### config.mk
export PLATFORM = sky130hd
export DESIGN_NAME = display_list_chain_walker_flat
export DESIGN_NICKNAME = d
export VERILOG_FILES = /design/src/sv/dlcw_pkg.sv /design/src/sv/dlcw_in_if.sv /design/src/sv/dlcw_out_if.sv /design/src/sv/dlcw_walker.sv /design/src/sv/display_list_chain_walker.sv /design/src/flat_wrapper.sv
export SDC_FILE = /design/constraint.sdc
export NUM_CORES = 1
export LEC_CHECK = 0
export ABC_AREA = 1
export BUFFER_PORTS_ARGS = -buffer_cell sky130_fd_sc_hd__buf_2
export CAP_MARGIN = 20
export CORE_MARGIN = 5
export CORE_UTILIZATION = 45
export CTS_BUF_LIST = sky130_fd_sc_hd__clkbuf_8 sky130_fd_sc_hd__clkbuf_16
export CTS_CLUSTER_DIAMETER = 100
export CTS_CLUSTER_SIZE = 16
export DETAILED_ROUTE_END_ITERATION = 7
export GPL_TIMING_DRIVEN = 0
export PLACE_DENSITY_LB_ADDON = 0.12
export SLEW_MARGIN = 30
export SYNTH_ARGS = -nofsm -noshare
export SYNTH_HDL_FRONTEND = slang
export SYNTH_HIERARCHICAL = 1
export SYNTH_SLANG_ARGS = --single-unit
export TNS_END_PERCENT = 5
### constraint.sdc
create_clock -name i_clk -period 19.3 [get_ports i_clk]
set_clock_uncertainty 0.15 [all_clocks]
set_input_delay 0 -clock i_clk [delete_from_list [all_inputs] [get_ports i_clk]]
set_output_delay 0 -clock i_clk [all_outputs]
set_load 0.01 [all_outputs]
### src/sv/dlcw_pkg.sv
package dlcw_pkg;

    // memory map and walk limits
    localparam int unsigned RAM_BYTES   = 2097152;
    localparam int unsigned NODE_LIMIT  = 524288;
    localparam int unsigned NODE_ADDR_W = $clog2(RAM_BYTES);
    localparam int unsigned SUM_W       = NODE_ADDR_W + 2;
    localparam int unsigned VISIT_W     = $clog2(NODE_LIMIT + 1);
    localparam int unsigned RD_ADDR_W   = 21;
    localparam int unsigned CFG_W       = 11;

    localparam logic [23:0] TERMINATOR  = 24'hFFFFFF;
    localparam logic [23:0] NODE_ADDR_MAX = 24'(RAM_BYTES - 4);

    // request types
    localparam logic REQ_START = 1'b0;
    localparam logic REQ_DATA  = 1'b1;

    // result kinds
    localparam logic [1:0] KIND_READ   = 2'd0;
    localparam logic [1:0] KIND_ENV    = 2'd1;
    localparam logic [1:0] KIND_PACKET = 2'd2;
    localparam logic [1:0] KIND_FINISH = 2'd3;

    // configuration register indexes
    localparam logic CFG_ORIGIN_X = 1'b0;
    localparam logic CFG_ORIGIN_Y = 1'b1;

    // command codes
    localparam logic [7:0] CMD_NOP       = 8'h00;
    localparam logic [7:0] CMD_NOP_ALT   = 8'h01;
    localparam logic [7:0] CMD_ENV_FIRST = 8'hE1;
    localparam logic [7:0] CMD_ENV_LAST  = 8'hE5;
    localparam logic [7:0] CMD_ENV_SKIP  = 8'hE6;
    localparam logic [7:0] CMD_COPY      = 8'h80;

    typedef struct packed {
        logic [1:0]           result_kind;
        logic [RD_ADDR_W-1:0] read_address;
        logic [31:0]          out_word;
        logic [3:0]           packet_length;
        logic                 packet_first;
        logic                 packet_last;
        logic                 walk_ok;
        logic                 last_of_run;
    } t_result;

    // results of one accepted item, slot 0 first
    typedef struct packed {
        logic [1:0]      n_res;
        t_result [1:0]   res;
    } t_step;

    // packet length in words, keyed on the command with its low two bits cleared
    function automatic logic [3:0] packet_words(input logic [7:0] cmd);
        logic [3:0] len;
        unique case ({cmd[7:2], 2'b00})
            8'h20: len = 4'd4;
            8'h24: len = 4'd7;
            8'h28: len = 4'd5;
            8'h2C: len = 4'd9;
            8'h30: len = 4'd6;
            8'h34: len = 4'd9;
            8'h38: len = 4'd8;
            8'h3C: len = 4'd12;
            8'h60: len = 4'd3;
            8'h64: len = 4'd4;
            8'h68: len = 4'd2;
            8'h70: len = 4'd2;
            8'h78: len = 4'd2;
            8'h74: len = 4'd3;
            8'h7C: len = 4'd3;
            default: len = 4'd0;
        endcase
        return len;
    endfunction

    function automatic t_result mk_read(input logic [RD_ADDR_W-1:0] addr);
        t_result r;
        r              = '0;
        r.result_kind  = KIND_READ;
        r.read_address = addr;
        return r;
    endfunction

    function automatic t_result mk_finish(input logic ok);
        t_result r;
        r             = '0;
        r.result_kind = KIND_FINISH;
        r.walk_ok     = ok;
        return r;
    endfunction

    function automatic t_result mk_word(input logic [1:0] kind, input logic [31:0] w,
                                        input logic [3:0] len, input logic first,
                                        input logic last);
        t_result r;
        r               = '0;
        r.result_kind   = kind;
        r.out_word      = w;
        r.packet_length = len;
        r.packet_first  = first;
        r.packet_last   = last;
        return r;
    endfunction

endpackage

### src/sv/dlcw_in_if.sv
interface dlcw_in_if;
    logic        valid;
    logic        ready;
    logic        req_type;
    logic [31:0] start_address;
    logic [31:0] read_data;

    modport source (output valid, output req_type, output start_address, output read_data,
                    input ready);
    modport sink   (input valid, input req_type, input start_address, input read_data,
                    output ready);
endinterface

### src/sv/dlcw_out_if.sv
interface dlcw_out_if;
    logic        valid;
    logic        ready;
    logic [1:0]  result_kind;
    logic [20:0] read_address;
    logic [31:0] out_word;
    logic [3:0]  packet_length;
    logic        packet_first;
    logic        packet_last;
    logic        walk_ok;
    logic        last_of_run;

    modport source (output valid, output result_kind, output read_address, output out_word,
                    output packet_length, output packet_first, output packet_last,
                    output walk_ok, output last_of_run, input ready);
    modport sink   (input valid, input result_kind, input read_address, input out_word,
                    input packet_length, input packet_first, input packet_last,
                    input walk_ok, input last_of_run, output ready);
endinterface

### src/sv/dlcw_walker.sv
module dlcw_walker
    import dlcw_pkg::*;
(
    input  logic        i_clk,
    input  logic        i_rst_n,
    input  logic        i_accept,
    input  logic        i_req_type,
    input  logic [31:0] i_start_address,
    input  logic [31:0] i_read_data,
    output t_step       o_step
);

    typedef enum logic [2:0] {
        PH_IDLE,
        PH_TAG,
        PH_BODY,
        PH_PKT,
        PH_CSRC,
        PH_CTGT
    } t_phase;

    t_phase                 r_phase, n_phase;
    logic [NODE_ADDR_W-1:0] r_node_addr, n_node_addr;
    logic [23:0]            r_next_addr, n_next_addr;
    logic [7:0]             r_word_count, n_word_count;
    logic [7:0]             r_word_offset, n_word_offset;
    logic [3:0]             r_pkt_left, n_pkt_left;
    logic [3:0]             r_pkt_len, n_pkt_len;
    logic [VISIT_W-1:0]     r_nodes_visited, n_nodes_visited;
    logic [31:0]            r_copy_src, n_copy_src;

    logic [7:0]       cmd;
    logic [7:0]       left;
    logic [3:0]       tbl_len;
    logic [SUM_W-1:0] tag_end;
    logic [SUM_W-1:0] body_addr;
    logic             res_a_vld, res_b_vld;
    t_result          res_a, res_b;
    logic             do_fetch, do_enter, fin_req, fin_ok;
    logic [23:0]      enter_addr;

    assign cmd     = i_read_data[31:24];
    assign left    = r_word_count - r_word_offset;
    assign tbl_len = packet_words(cmd);
    assign tag_end = SUM_W'(r_node_addr) + SUM_W'(4) + {{(SUM_W-10){1'b0}}, cmd, 2'b00};

    // next state and results of one item
    always_comb begin
        n_phase         = r_phase;
        n_node_addr     = r_node_addr;
        n_next_addr     = r_next_addr;
        n_word_count    = r_word_count;
        n_word_offset   = r_word_offset;
        n_pkt_left      = r_pkt_left;
        n_pkt_len       = r_pkt_len;
        n_nodes_visited = r_nodes_visited;
        n_copy_src      = r_copy_src;
        res_a_vld       = 1'b0;
        res_a           = '0;
        res_b_vld       = 1'b0;
        res_b           = '0;
        do_fetch        = 1'b0;
        do_enter        = 1'b0;
        fin_req         = 1'b0;
        fin_ok          = 1'b0;
        enter_addr      = i_start_address[23:0];
        body_addr       = '0;

        if (i_accept) begin
            if (i_req_type == REQ_START) begin
                n_nodes_visited = '0;
                n_word_offset   = '0;
                n_word_count    = '0;
                n_pkt_left      = '0;
                n_pkt_len       = '0;
                do_enter        = 1'b1;
            end else begin
                unique case (r_phase)
                    PH_TAG: begin
                        if (tag_end > SUM_W'(RAM_BYTES)) begin
                            fin_req = 1'b1;
                        end else begin
                            n_word_count  = cmd;
                            n_next_addr   = i_read_data[23:0];
                            n_word_offset = '0;
                            n_phase       = PH_BODY;
                            do_fetch      = 1'b1;
                        end
                    end
                    PH_BODY: begin
                        priority if (cmd >= CMD_ENV_FIRST && cmd <= CMD_ENV_LAST) begin
                            res_a_vld     = 1'b1;
                            res_a         = mk_word(KIND_ENV, i_read_data, 4'd0, 1'b0, 1'b0);
                            n_word_offset = r_word_offset + 8'd1;
                            do_fetch      = 1'b1;
                        end else if (cmd == CMD_NOP || cmd == CMD_NOP_ALT ||
                                     (cmd == CMD_ENV_SKIP && i_read_data[1:0] == 2'b00)) begin
                            n_word_offset = r_word_offset + 8'd1;
                            do_fetch      = 1'b1;
                        end else if (cmd == CMD_COPY) begin
                            if (left < 8'd4) begin
                                fin_req = 1'b1;
                            end else begin
                                n_phase       = PH_CSRC;
                                n_word_offset = r_word_offset + 8'd1;
                                do_fetch      = 1'b1;
                            end
                        end else if (tbl_len == 4'd0 || 8'(tbl_len) > left) begin
                            fin_req = 1'b1;
                        end else begin
                            n_pkt_len     = tbl_len;
                            n_pkt_left    = tbl_len - 4'd1;
                            res_a_vld     = 1'b1;
                            res_a         = mk_word(KIND_PACKET, i_read_data, tbl_len, 1'b1,
                                                    tbl_len == 4'd1);
                            n_word_offset = r_word_offset + 8'd1;
                            n_phase       = (tbl_len == 4'd1) ? PH_BODY : PH_PKT;
                            do_fetch      = 1'b1;
                        end
                    end
                    PH_PKT: begin
                        n_pkt_left    = r_pkt_left - 4'd1;
                        res_a_vld     = 1'b1;
                        res_a         = mk_word(KIND_PACKET, i_read_data, r_pkt_len, 1'b0,
                                                n_pkt_left == 4'd0);
                        n_word_offset = r_word_offset + 8'd1;
                        if (n_pkt_left == 4'd0) begin
                            n_phase = PH_BODY;
                        end
                        do_fetch = 1'b1;
                    end
                    PH_CSRC: begin
                        n_copy_src    = i_read_data;
                        n_phase       = PH_CTGT;
                        n_word_offset = r_word_offset + 8'd1;
                        do_fetch      = 1'b1;
                    end
                    PH_CTGT: begin
                        if (i_read_data != r_copy_src) begin
                            fin_req = 1'b1;
                        end else begin
                            n_word_offset = r_word_offset + 8'd2;
                            n_phase       = PH_BODY;
                            do_fetch      = 1'b1;
                        end
                    end
                    default: begin
                        // read data while idle is dropped
                    end
                endcase
            end
        end

        // request the next body word, or move on to the next node
        if (do_fetch) begin
            if (n_word_offset < n_word_count) begin
                body_addr = SUM_W'(r_node_addr) + SUM_W'(4)
                          + {{(SUM_W-10){1'b0}}, n_word_offset, 2'b00};
                res_b_vld = 1'b1;
                res_b     = mk_read(RD_ADDR_W'(body_addr));
            end else begin
                do_enter   = 1'b1;
                enter_addr = n_next_addr;
            end
        end

        // node entry checks
        if (do_enter) begin
            if (enter_addr == TERMINATOR) begin
                fin_req = 1'b1;
                fin_ok  = 1'b1;
            end else if (enter_addr[1:0] != 2'b00 || enter_addr > NODE_ADDR_MAX ||
                         n_nodes_visited >= VISIT_W'(NODE_LIMIT)) begin
                fin_req = 1'b1;
            end else begin
                n_nodes_visited = n_nodes_visited + VISIT_W'(1);
                n_node_addr     = enter_addr[NODE_ADDR_W-1:0];
                n_phase         = PH_TAG;
                res_b_vld       = 1'b1;
                res_b           = mk_read(RD_ADDR_W'(enter_addr));
            end
        end

        // walk end
        if (fin_req) begin
            n_phase   = PH_IDLE;
            res_b_vld = 1'b1;
            res_b     = mk_finish(fin_ok);
        end
    end

    // pack the results, the last one marked
    always_comb begin
        o_step = '0;
        if (res_a_vld && res_b_vld) begin
            o_step.n_res              = 2'd2;
            o_step.res[0]             = res_a;
            o_step.res[1]             = res_b;
            o_step.res[1].last_of_run = 1'b1;
        end else if (res_a_vld || res_b_vld) begin
            o_step.n_res              = 2'd1;
            o_step.res[0]             = res_a_vld ? res_a : res_b;
            o_step.res[0].last_of_run = 1'b1;
        end
    end

    // walk state
    always_ff @(posedge i_clk) begin
        if (!i_rst_n) begin
            r_phase         <= PH_IDLE;
            r_node_addr     <= '0;
            r_next_addr     <= '0;
            r_word_count    <= '0;
            r_word_offset   <= '0;
            r_pkt_left      <= '0;
            r_pkt_len       <= '0;
            r_nodes_visited <= '0;
            r_copy_src      <= '0;
        end else begin
            r_phase         <= n_phase;
            r_node_addr     <= n_node_addr;
            r_next_addr     <= n_next_addr;
            r_word_count    <= n_word_count;
            r_word_offset   <= n_word_offset;
            r_pkt_left      <= n_pkt_left;
            r_pkt_len       <= n_pkt_len;
            r_nodes_visited <= n_nodes_visited;
            r_copy_src      <= n_copy_src;
        end
    end

endmodule

### src/sv/display_list_chain_walker.sv
// channel   modport   payload                                       transfer when
// i_req     sink      req_type, start_address, read_data            valid && ready
// o_res     source    result_kind, read_address, out_word, packet   valid && ready
//                     length/first/last, walk_ok, last_of_run
// i_cfg     write     i_cfg_we, i_cfg_index, i_cfg_wdata            i_cfg_we
//
// each request is decoded in the cycle it transfers; its zero to two results land
// in a four-entry result queue and leave at one per cycle while o_res.ready is high
// one request per cycle while each request yields at most one result and o_res.ready
// is high; a request with two results (forwarded word plus next read or finish) puts
// both in the queue; i_req.ready drops while fewer than two queue entries are free
// synchronous active-low reset empties the queue and returns the walk to idle
module display_list_chain_walker
    import dlcw_pkg::*;
(
    input  logic             i_clk,
    input  logic             i_rst_n,
    dlcw_in_if.sink          i_req,
    dlcw_out_if.source       o_res,
    input  logic             i_cfg_we,
    input  logic             i_cfg_index,
    input  logic [CFG_W-1:0] i_cfg_wdata
);

    logic             accept;
    logic             pop;
    t_step            step;

    // drawing origin, written through the configuration port
    logic [CFG_W-1:0] r_draw_origin_x;
    logic [CFG_W-1:0] r_draw_origin_y;

    t_result          r_fifo [4];
    logic [1:0]       r_wr_ptr, r_rd_ptr;
    logic [2:0]       r_count;
    logic [2:0]       n_count;
    t_result          head;

    assign i_req.ready = (r_count <= 3'd2);
    assign accept      = i_req.valid && i_req.ready;
    assign pop         = o_res.valid && o_res.ready;

    dlcw_walker u_walker (
        .i_clk           (i_clk),
        .i_rst_n         (i_rst_n),
        .i_accept        (accept),
        .i_req_type      (i_req.req_type),
        .i_start_address (i_req.start_address),
        .i_read_data     (i_req.read_data),
        .o_step          (step)
    );

    // configuration writes
    always_ff @(posedge i_clk) begin
        if (!i_rst_n) begin
            r_draw_origin_x <= '0;
            r_draw_origin_y <= '0;
        end else if (i_cfg_we) begin
            if (i_cfg_index == CFG_ORIGIN_X) begin
                r_draw_origin_x <= i_cfg_wdata;
            end
            if (i_cfg_index == CFG_ORIGIN_Y) begin
                r_draw_origin_y <= i_cfg_wdata;
            end
        end
    end

    // result queue pointers
    assign n_count = r_count + (accept ? {1'b0, step.n_res} : 3'd0) - {2'b00, pop};

    always_ff @(posedge i_clk) begin
        if (!i_rst_n) begin
            r_wr_ptr <= '0;
            r_rd_ptr <= '0;
            r_count  <= '0;
        end else begin
            r_count <= n_count;
            if (accept) begin
                r_wr_ptr <= r_wr_ptr + step.n_res;
            end
            if (pop) begin
                r_rd_ptr <= r_rd_ptr + 2'd1;
            end
        end
    end

    // result queue storage
    always_ff @(posedge i_clk) begin
        if (accept && step.n_res != 2'd0) begin
            r_fifo[r_wr_ptr] <= step.res[0];
        end
        if (accept && step.n_res == 2'd2) begin
            r_fifo[r_wr_ptr + 2'd1] <= step.res[1];
        end
    end

    // output side
    assign head                = r_fifo[r_rd_ptr];
    assign o_res.valid         = (r_count != 3'd0);
    assign o_res.result_kind   = head.result_kind;
    assign o_res.read_address  = head.read_address;
    assign o_res.out_word      = head.out_word;
    assign o_res.packet_length = head.packet_length;
    assign o_res.packet_first  = head.packet_first;
    assign o_res.packet_last   = head.packet_last;
    assign o_res.walk_ok       = head.walk_ok;
    assign o_res.last_of_run   = head.last_of_run;

    // queue never overfills
    a_count_bound: assert property (@(posedge i_clk) disable iff (!i_rst_n)
        r_count <= 3'd4)
        else $error("result queue overflow");

    // a start always yields a read or a finish
    a_start_result: assert property (@(posedge i_clk) disable iff (!i_rst_n)
        accept && i_req.req_type == REQ_START |-> step.n_res == 2'd1)
        else $error("start produced no single result");

    // a walk end closes the run of its request
    a_finish_last: assert property (@(posedge i_clk) disable iff (!i_rst_n)
        o_res.valid && o_res.result_kind == KIND_FINISH |-> o_res.last_of_run)
        else $error("finish not last of run");

    // read requests are word aligned
    a_read_aligned: assert property (@(posedge i_clk) disable iff (!i_rst_n)
        o_res.valid && o_res.result_kind == KIND_READ |-> o_res.read_address[1:0] == 2'b00)
        else $error("unaligned read request");

endmodule
### src/flat_wrapper.sv
// flat-port wrapper written by rule: the top's interface ports become plain ports
module display_list_chain_walker_flat import dlcw_pkg::*;
  (i_clk, i_rst_n, i_cfg_we, i_cfg_index, i_cfg_wdata, i_req_valid, i_req_req_type, i_req_start_address, i_req_read_data, i_req_ready, o_res_valid, o_res_result_kind, o_res_read_address, o_res_out_word, o_res_packet_length, o_res_packet_first, o_res_packet_last, o_res_walk_ok, o_res_last_of_run, o_res_ready);
  dlcw_in_if i_req_i ();
  dlcw_out_if o_res_i ();
  input  logic i_clk;
  input  logic i_rst_n;
  input  logic i_cfg_we;
  input  logic i_cfg_index;
  input  logic [CFG_W-1:0] i_cfg_wdata;
  input wire logic [$bits(i_req_i.valid)-1:0] i_req_valid;
  input wire logic [$bits(i_req_i.req_type)-1:0] i_req_req_type;
  input wire logic [$bits(i_req_i.start_address)-1:0] i_req_start_address;
  input wire logic [$bits(i_req_i.read_data)-1:0] i_req_read_data;
  output wire logic [$bits(i_req_i.ready)-1:0] i_req_ready;
  output wire logic [$bits(o_res_i.valid)-1:0] o_res_valid;
  output wire logic [$bits(o_res_i.result_kind)-1:0] o_res_result_kind;
  output wire logic [$bits(o_res_i.read_address)-1:0] o_res_read_address;
  output wire logic [$bits(o_res_i.out_word)-1:0] o_res_out_word;
  output wire logic [$bits(o_res_i.packet_length)-1:0] o_res_packet_length;
  output wire logic [$bits(o_res_i.packet_first)-1:0] o_res_packet_first;
  output wire logic [$bits(o_res_i.packet_last)-1:0] o_res_packet_last;
  output wire logic [$bits(o_res_i.walk_ok)-1:0] o_res_walk_ok;
  output wire logic [$bits(o_res_i.last_of_run)-1:0] o_res_last_of_run;
  input wire logic [$bits(o_res_i.ready)-1:0] o_res_ready;
  assign i_req_i.valid = i_req_valid;
  assign i_req_i.req_type = i_req_req_type;
  assign i_req_i.start_address = i_req_start_address;
  assign i_req_i.read_data = i_req_read_data;
  assign i_req_ready = i_req_i.ready;
  assign o_res_valid = o_res_i.valid;
  assign o_res_result_kind = o_res_i.result_kind;
  assign o_res_read_address = o_res_i.read_address;
  assign o_res_out_word = o_res_i.out_word;
  assign o_res_packet_length = o_res_i.packet_length;
  assign o_res_packet_first = o_res_i.packet_first;
  assign o_res_packet_last = o_res_i.packet_last;
  assign o_res_walk_ok = o_res_i.walk_ok;
  assign o_res_last_of_run = o_res_i.last_of_run;
  assign o_res_i.ready = o_res_ready;
  display_list_chain_walker u_core (.i_clk(i_clk), .i_rst_n(i_rst_n), .i_req(i_req_i), .o_res(o_res_i), .i_cfg_we(i_cfg_we), .i_cfg_index(i_cfg_index), .i_cfg_wdata(i_cfg_wdata));
endmodule
==> impl_metrics.env <==
export IMPL_hold_path_cell_count=4
export IMPL_cts_root_buffer="clkbuf_16"
export IMPL_ys_warn_count=6
export IMPL_drt_iter0_markers=2740
export IMPL_drc_errors=2
export IMPL_clock_fmax_mhz=103
export IMPL_clk_path_buf_depth=3
export IMPL_vias=24300
export IMPL_worst_pin_slew_ps=1000
export IMPL_cts_sinks=385
export IMPL_cp_max_fo=39
export IMPL_cp_arrival_ps=9880
export IMPL_hold_violations=0
export IMPL_startpoint_type="flop"
export IMPL_synthArstFlopShare=0
export IMPL_htreeDepth=1
export IMPL_io_pins=147
export IMPL_die_w_microns=242
export IMPL_final_antenna_net_count=0
export IMPL_max_slew_margin=0.327
export IMPL_dp_cells=4173
export IMPL_end_kind="flop"
export IMPL_grt_remaining_overflow=0
export IMPL_core_sq_um=53500
export IMPL_fillers=5272
export IMPL_setup_tns_final_ps=0
export IMPL_hold_slack_ps=39.2
export IMPL_rsz0062_at_grt="no"
export IMPL_slew_violations=0
export IMPL_grt_max_degree=40
export IMPL_wl_per_cell_microns=21.2
export IMPL_cts_repair_resized=0
export IMPL_ir_worst_vdd_uv=65.0
export IMPL_ys_seq_elements=385
export IMPL_gp_congestion=0.941
export IMPL_grt_pass1_vias=23200
export IMPL_dieArea_sq_um=58400
export IMPL_nets=3700
export IMPL_finalCritPeriodShare=0.504
export IMPL_crit_type="reg -> reg"
export IMPL_grt_usage=0.294
export IMPL_holdBufCountCts=58
export IMPL_wl_microns=90600
export IMPL_vias_per_cell=5.70
export IMPL_die_height_microns=242
export IMPL_period_needed_ps=9730
export IMPL_area_growth_pct=13.0
export IMPL_reg2reg_from="u_core/u_walker/r_node_addr[3]$_SDFFE_PN0P_"
export IMPL_status="complete, but fails checks"
export IMPL_cp_common_cell="nand2_1"
export IMPL_cts_buffers=28
export IMPL_grt_pass1_wl_microns=135000
export IMPL_setup_violations=0
export IMPL_clock_latency_ps=620
export IMPL_synth_edf_count=252
export IMPL_leakage_nw=12.0
export IMPL_drv_cap=0
export IMPL_place_area_sq_um=25900
export IMPL_fin_cells=4267
export IMPL_cp_required_ps=19440
export IMPL_hp_start="i_req_read_data[28]"
export IMPL_dp_hpwl_microns=66800
export IMPL_fp_row_count=85
export IMPL_reg2reg_depth=44
export IMPL_violations="design-rule violations"
export IMPL_start_util=0.452
export IMPL_netlist_area_sq_um=24200
export IMPL_design_area_sq_um=27300
export IMPL_antenna_found_initial=2
export IMPL_cts_tree="built"
export IMPL_drive_gt1_frac=0.106
export IMPL_p_per_area_nw_per_um2=72.6
export IMPL_firstDrtPassIters=8
export IMPL_crit_path_max_incr_delay_ps=550
export IMPL_slowest_stage="clkbuf_1"
export IMPL_synth_distinct_cells=50
export IMPL_clkTransAtPathRegs_ps=80
export IMPL_synth_main_ff_cell="edfxtp_1"
export IMPL_r2r_end="u_core/r_fifo[1][30]$_DFFE_PP_"
export IMPL_portBuffers=124
export IMPL_synth_seq_area_share=0.423
export IMPL_ff2ff_setup_slack_ps=9570
export IMPL_hp_class="in -> reg"
export IMPL_syn_area_per_cell_sq_um=7.30
export IMPL_whs_endpoint="u_core/u_walker/r_copy_src[28]$_SDFFE_PN0P_"
export IMPL_synthCells=3311
export IMPL_post_cts_setup_buffers=0
-- worst max path at each step --
stage / startpoint / end / slack [ps] / depth (start not counted)
finish: u_core/u_walker/r_node_addr[3]$_SDFFE_PN0P_ / u_core/r_fifo[1][30]$_DFFE_PP_ / 9570 / 44
global route: u_core/u_walker/r_node_addr[3]$_SDFFE_PN0P_ / u_core/r_fifo[0][25]$_DFFE_PP_ / 8920 / 44
CTS: u_core/u_walker/r_node_addr[3]$_SDFFE_PN0P_ / u_core/r_fifo[0][23]$_DFFE_PP_ / 9720 / 44
detailed placement: u_core/u_walker/r_node_addr[3]$_SDFFE_PN0P_ / u_core/r_fifo[0][16]$_DFFE_PP_ / 9750 / 44
global placement: u_core/u_walker/r_node_addr[3]$_SDFFE_PN0P_ / u_core/r_fifo[3][16]$_DFFE_PP_ / 6530 / 41
floorplan: u_core/u_walker/r_node_addr[3]$_SDFFE_PN0P_ / u_core/r_fifo[1][0]$_DFFE_PP_ / 10970 / 42
-- cells in the mapped netlist (9+ instances only) --
cell type	instances	share of area
a21oi_1	134	0.028
buf_2	65	0.013
buf_4	56	0.017
buf_6	21	0.0098
clkbuf_1	79	0.012
dfxtp_1	133	0.11
edfxtp_1	252	0.31
ha_1	49	0.025
inv_1	204	0.032
inv_2	28	0.0044
nand2_1	966	0.15
nand2_2	15	0.0039
nand3_1	368	0.076
nand4_1	31	0.0080
nor2_1	391	0.061
nor2_4	9	0.0042
nor3_1	50	0.010
nor4_1	16	0.0041
o21ai_0	208	0.043
o21ai_1	22	0.0046
o22ai_1	68	0.018
xnor2_1	16	0.0058
xor2_1	45	0.016
-- logic make-up after synthesis --
group	count (synthesis)	synth area share
compound gates	481	0.109
other cells	1	0.000155
buf+inv	460	0.0901
simple gates	1870	0.326
flops	385	0.423
xor+xnor	61	0.0221
fa+ha+maj	53	0.0287
-- cells in the final DEF (no fill, tap or decap), types with 22 or more instances in the layout --
cell             n
clkbuf_16       28
nor3_1          47
edfxtp_1       252
xor2_1          45
o22ai_1         68
ha_1            49
o21ai_0        208
nand3_1        368
buf_2          190
nor2_1         390
inv_2           28
dlygate4sd3_1   58
clkbuf_1        79
buf_4           56
conb_1          38
a21oi_1        134
nand4_1         31
dfxtp_1        133
o21ai_1         22
nand2_1        962
inv_1          208
-- area by class of cell --
cell class | count | area (sq um) | area share
multi-input combinational | 2503 | 11900 | 0.437
sequential | 385 | 10200 | 0.375
timing repair buffer | 187 | 1310 | 0.0479
buffer | 223 | 1290 | 0.0471
inverter | 237 | 890 | 0.0326
tap | 696 | 871 | 0.0319
clock buffer | 29 | 714 | 0.0262
clock inverter | 6 | 61.3 | 0.00225
antenna | 1 | 2.50 | 0.0000916
-- layer usage --
metal | vias up | global-route usage | wire (microns)
met4 | 2 | 0.113 | 4020
met3 | 211 | 0.0325 | 7120
li1 | 11500 | - | -
met2 | 1171 | 0.511 | 43300
met5 | - | 0 | 13
met1 | 11500 | 0.379 | 36100
-- report_power, final --
| part | total [mW] | switching, mW | internal [mW] |
|---|---|---|---|
| sequential | 0.900 | 0.00943 | 0.891 |
| clock | 0.564 | 0.299 | 0.265 |
| combinational | 0.520 | 0.367 | 0.153 |
| total | 1.98 | 0.675 | 1.31 |
-- metrics by stage --
stage	power (mW)	utilization	worst slack (ps)
2_1_floorplan	1.20	-	10970
3_3_place_gp	1.41	0.482	6530
3_5_place_dp	1.42	0.485	9750
4_1_cts	1.99	0.510	9720
5_1_grt	2.06	0.510	8920
6_report	1.98	0.510	9570
-- sequential cells by signal, indices dropped and copies added, names as in the netlist, 4 cells and up, named ones only --
signal                           flops
u_core/r_fifo                      252
u_core/u_walker/r_copy_src          32
u_core/u_walker/r_next_addr         24
u_core/u_walker/r_node_addr         21
u_core/u_walker/r_nodes_visited     20
u_core/u_walker/r_pkt_left           4
u_core/u_walker/r_pkt_len            4
u_core/u_walker/r_word_count         8
u_core/u_walker/r_word_offset        8
-- worst max-delay path, delay by kind of cell, from the launching register on --
kind / cells / cell delay, ps
AOI/OAI and AO/OA: 5 / 1050
and+or+nand+nor: 24 / 4080
adders and majority gates: 4 / 1370
xor gates and xnor gates: 1 / 190
buffers and inverters: 10 / 2110
DFF: 1 / 400
Note: power is estimated with default switching activity, not from simulation.
